## config.mk

```make
export PLATFORM = sky130hd
export DESIGN_NAME = ddc_range_unit
export DESIGN_NICKNAME = d
export VERILOG_FILES = /design/src/rtl/core/ddc_pkg.sv /design/src/rtl/core/ddc_range_unit.sv
export SDC_FILE = /design/constraint.sdc
export NUM_CORES = 1
export LEC_CHECK = 0
export CORE_UTILIZATION = 45
export DETAILED_ROUTE_END_ITERATION = 16
export DONT_BUFFER_PORTS = 1
export PLACE_DENSITY = 0.65
export SETUP_SLACK_MARGIN = 0.2
export SYNTH_ARGS = -nofsm -noshare
export SYNTH_HDL_FRONTEND = slang
export SYNTH_SLANG_ARGS = --single-unit
```

## constraint.sdc

```tcl
create_clock -name clk_i -period 5.4 [get_ports clk_i]
set_clock_uncertainty 0.15 [all_clocks]
set_input_delay 0.27 -clock clk_i [delete_from_list [all_inputs] [get_ports clk_i]]
set_output_delay 0.27 -clock clk_i [all_outputs]
set_load 0.02 [all_outputs]
```

## src/rtl/core/ddc_pkg.sv

```systemverilog
// Shared types and constants for the DMA descriptor checker.
`timescale 1ns / 1ps
package ddc_pkg;
  localparam int unsigned NumCounters = 9;

  localparam logic [2:0] OpSubmit   = 3'd0;
  localparam logic [2:0] OpAddHost  = 3'd1;
  localparam logic [2:0] OpAddDev   = 3'd2;
  localparam logic [2:0] OpClear    = 3'd3;
  localparam logic [2:0] OpRead     = 3'd4;

  localparam logic [3:0] ErrNone     = 4'd0;
  localparam logic [3:0] ErrDir      = 4'd1;
  localparam logic [3:0] ErrLength   = 4'd2;
  localparam logic [3:0] ErrFlags    = 4'd3;
  localparam logic [3:0] ErrType     = 4'd4;
  localparam logic [3:0] ErrQ4       = 4'd5;
  localparam logic [3:0] ErrAlign    = 4'd6;
  localparam logic [3:0] ErrOverflow = 4'd7;
  localparam logic [3:0] ErrRange    = 4'd8;
  localparam logic [3:0] ErrOverlap  = 4'd9;

  localparam logic [1:0] StOk      = 2'd0;
  localparam logic [1:0] StInvalid = 2'd1;
  localparam logic [1:0] StFull    = 2'd2;

  localparam logic [3:0] CntSubmitted = 4'd0;
  localparam logic [3:0] CntFailed    = 4'd1;
  localparam logic [3:0] CntCompleted = 4'd2;
  localparam logic [3:0] CntAlign     = 4'd3;
  localparam logic [3:0] CntRange     = 4'd4;
  localparam logic [3:0] CntFlags     = 4'd5;
  localparam logic [3:0] CntBytesH2d  = 4'd6;

  localparam logic [7:0] DataQ4 = 8'd2;

  // request to the shared range comparator
  typedef struct packed {
    logic [63:0] base;
    logic [63:0] size;
    logic [63:0] addr;
    logic [63:0] len;
  } range_req_t;
endpackage

```

## src/rtl/core/ddc_range_unit.sv

```systemverilog
// Registered range containment comparator shared by all region scans.
`timescale 1ns / 1ps
module ddc_range_unit (
  input  logic                clk_i,
  input  ddc_pkg::range_req_t req_i,
  output logic                hit_o
);
  import ddc_pkg::*;
  logic [63:0] e, re;
  logic        hit_d, hit_q;
  always_comb begin
    e     = req_i.addr + req_i.len;
    re    = req_i.base + req_i.size;
    hit_d = (req_i.len == 64'd0) ||
            ((req_i.addr >= req_i.base) && (e >= req_i.addr) &&
             (re >= req_i.base) && (e <= re));
  end
  always_ff @(posedge clk_i) begin
    hit_q <= hit_d;
  end
  assign hit_o = hit_q;
endmodule

```

==> impl_metrics.py <==
metrics = {
    "run_status": {
        "run_status": "complete, no violations",
    },
    "grt": {
        "grt-ovfl-total": 0,
        "grt_pass1_vias": 13777,
        "grt_use_total_pct": 28.6,
        "grt_pass1_wl_um": 70800,
        "grt_max_degree": 10,
        "antenna_found_initial": 1,
    },
    "setup_path": {
        "cp.required_ps": 5080,
        "cp.buffers_inverters": 4,
        "path_delay_family": "compound AO/OA/AOI/OAI gates",
        "critPathCaptureType": "flop",
        "crit_chain": "ha_4, a211oi_2, nor2_2, o311a_4, buf_4, buf_4, o21a_1, o21ai_2, a31oi_2, a311oi_2, buf_4, o21a_1, o31ai_1, xnor2_1, ha_1, nand4_1, nor2_2, buf_4, a211oi_2, a21oi_1, or4_1, a2bb2oi_1, nand2_1, a211oi_2",
        "critical_path.max_fanout": 3,
        "crit_arrival_ps": 4730,
        "critPathLaunchType": "input port",
        "crit_type": "in -> reg",
        "critPathMostFrequentCell": "buf_4",
        "cp_slowest_stage_delay_ps": 430,
        "crit_slowest_cell": "a311oi_2",
        "cp_num_cells": 24,
    },
    "clock_tree": {
        "path_clk_slew_ps": 0,
    },
    "min_path": {
        "holdPathStages": 0,
        "min_from": "hit_o$_DFF_P_",
        "hold_class": "reg -> out",
        "holdPathEnd": "hit_o",
    },
    "logic_synthesis": {
        "synth_edf_count": 0,
        "synth_cell_types": 79,
        "synth_area_leaders": "ha_1, a21o_1, a21oi_1",
        "synth_top_cell_by_area": "ha_1",
        "ys_async_sr_fraction_pct": 0,
        "synth_area_mm2": 0.0136,
        "yosys_most_used_dff": "dfxtp_1",
        "yosys_warnings": 0,
        "yosysSeqAreaShare_pct": 0.148,
        "avgSynthCellArea_um2": 7.23,
        "synth-seq-cells": 1,
        "yosysTopAreaCellShare_pct": 35.0,
        "synthCells": 1876,
        "yosysMostFrequentCell": "ha_1",
        "synthTopCellsByCount": "ha_1, inv_1, a21oi_1",
        "syn-num-nets": 2515,
    },
    "sta": {
        "min_period_ps": 5040,
        "maxSlewViolCount": 0,
        "setup_slack_ps": 357,
        "rsz0062_at_grt": "false",
        "finalHoldViolCount": 0,
        "slew_headroom_pct": 27.0,
        "setup_viol": 0,
        "period_share_pct": 93.4,
        "fmax_mhz": 198,
        "worst_pin_slew_ps": 1090,
        "holdWs_ps": 530,
    },
    "power_and_ir_drop": {
        "peakVddDrop_uv": 57.3,
        "power.density_mw_per_mm2": 158,
        "power.leakage_nw": 7.68,
        "finalPower_mw": 2.33,
    },
    "drt": {
        "drtPass1Iterations": 5,
        "num_vias": 13985,
        "drtAntennaViolNets": 0,
        "drt_iter0_drc": 766,
        "vias_per_cell": 6.15,
        "wl_um": 46200,
        "drc_errors": 0,
        "detail_route.wl_per_cell_um": 20.3,
    },
    "layout": {
        "layout-drive-gt1-share_pct": 7.54,
        "antenna_cells": 0,
        "largest_reg_flops": 1,
        "multi_input_area_mm2": 0.0130,
        "fill_cells": 2985,
        "nets": 2524,
        "register_area_um2": 20.0,
        "final_util_pct": 49.6,
        "area_delta_synth_final_pct": 8.31,
    },
    "die": {
        "die_w_um": 176,
        "row_count": 63,
        "start_util_pct": 45.8,
        "die_h_um": 176,
        "fp.coreArea_mm2": 0.0296,
        "design.die.area_mm2": 0.0308,
        "ios": 258,
    },
    "placement": {
        "io_buffers": 0,
        "place_hpwl_um": 41000,
        "place_ws_ps": -69.9,
        "globalplace.congestion": 0.974,
    },
    "flow_run": {
        "maxCapViolCount": 0,
    },
}
## cell usage in the layout, fill, tap and decap left out, types with 4 or more instances in the layout
cell type and instances:
ha_4 5, nor2b_1 27, a21oi_2 8, xnor2_1 70, a211oi_1 12, and4_1 4
nor3_1 11, a211oi_2 5, a21oi_1 195, ha_1 371, a21o_1 161, o211ai_1 8
o21a_1 16, a211o_1 7, o31ai_1 5, xor2_1 50, xnor2_2 5, nand2b_1 14
ha_2 4, a31oi_1 18, o21bai_1 32, mux2i_1 4, inv_1 217, and2_1 5
nor4_1 22, o21ai_2 7, and3_1 19, or2_2 4, buf_4 47, nor2_1 91
nand2_1 101, o21ai_1 17, nand4_1 89, o21ai_0 82, nand3_1 35
## cell families after synthesis
| group | share of synthesized area, % |
|---|---|
| AO/OA/AOI/OAI | 31.5 |
| AND/OR/NAND/NOR | 17.1 |
| adder cells (fa/ha/maj) | 35.3 |
| buffers and inverters | 7.27 |
| XOR/XNOR | 8.26 |
| multiplexers | 0.378 |
| flip-flops | 0.148 |
## worst max path at each step
stage	startpoint	end	slack, ps
6_report	req_i[1]	hit_o$_DFF_P_	360
5_1_grt	req_i[16]	hit_o$_DFF_P_	130
4_1_cts	req_i[0]	hit_o$_DFF_P_	210
3_5_place_dp	req_i[0]	hit_o$_DFF_P_	-70
3_3_place_gp	req_i[7]	hit_o$_DFF_P_	70
2_1_floorplan	req_i[6]	hit_o$_DFF_P_	470
## where the power goes
part	switching [mW]	total, mW	leakage, nW	internal (mW)
combinational	1.31	2.32	7.67	1.01
clock	0	0	0	0
sequential	0.00158	0.00966	0.00808	0.00807
total	1.31	2.33	7.68	1.02
## stage by stage
stage / TNS (ps) / cells / instance area [µm²]
after global routing: 0 / 2273 / 14700
after global placement: 0 / 2248 / 14100
after CTS: 0 / 2262 / 14300
after floorplan: 0 / 1876 / 13600
final: 0 / 2273 / 14700
after detailed placement: -69.9 / 2248 / 14100
## layer usage
layer | share of wire, % | routed length, µm | vias up | track usage, %
li1 | - | - | 6985 | -
met1 | 44 | 20400 | 6473 | 36.8
met2 | 45 | 20900 | 452 | 48.4
met3 | 7.5 | 3450 | 75 | 4.91
met4 | 3.1 | 1430 | 0 | 8.19
met5 | 0 | 0 | - | 0
## area by class of cell
class | instances | area share (%)
Timing Repair Buffer | 49 | 2.55
Tap cell | 390 | 3.32
Inverter | 218 | 5.57
Sequential cell | 1 | 0.136
Multi-Input combinational cell | 1615 | 88.4
## repair_timing
action                                  4_1_cts  5_1_grt
endpoints found under the setup margin        1        1
gates resized for setup                      26       62
hold buffers                                  0        0
pin swaps                                    21       35
buffers inserted                             14       11
Note: power is estimated with default switching activity, not from simulation.
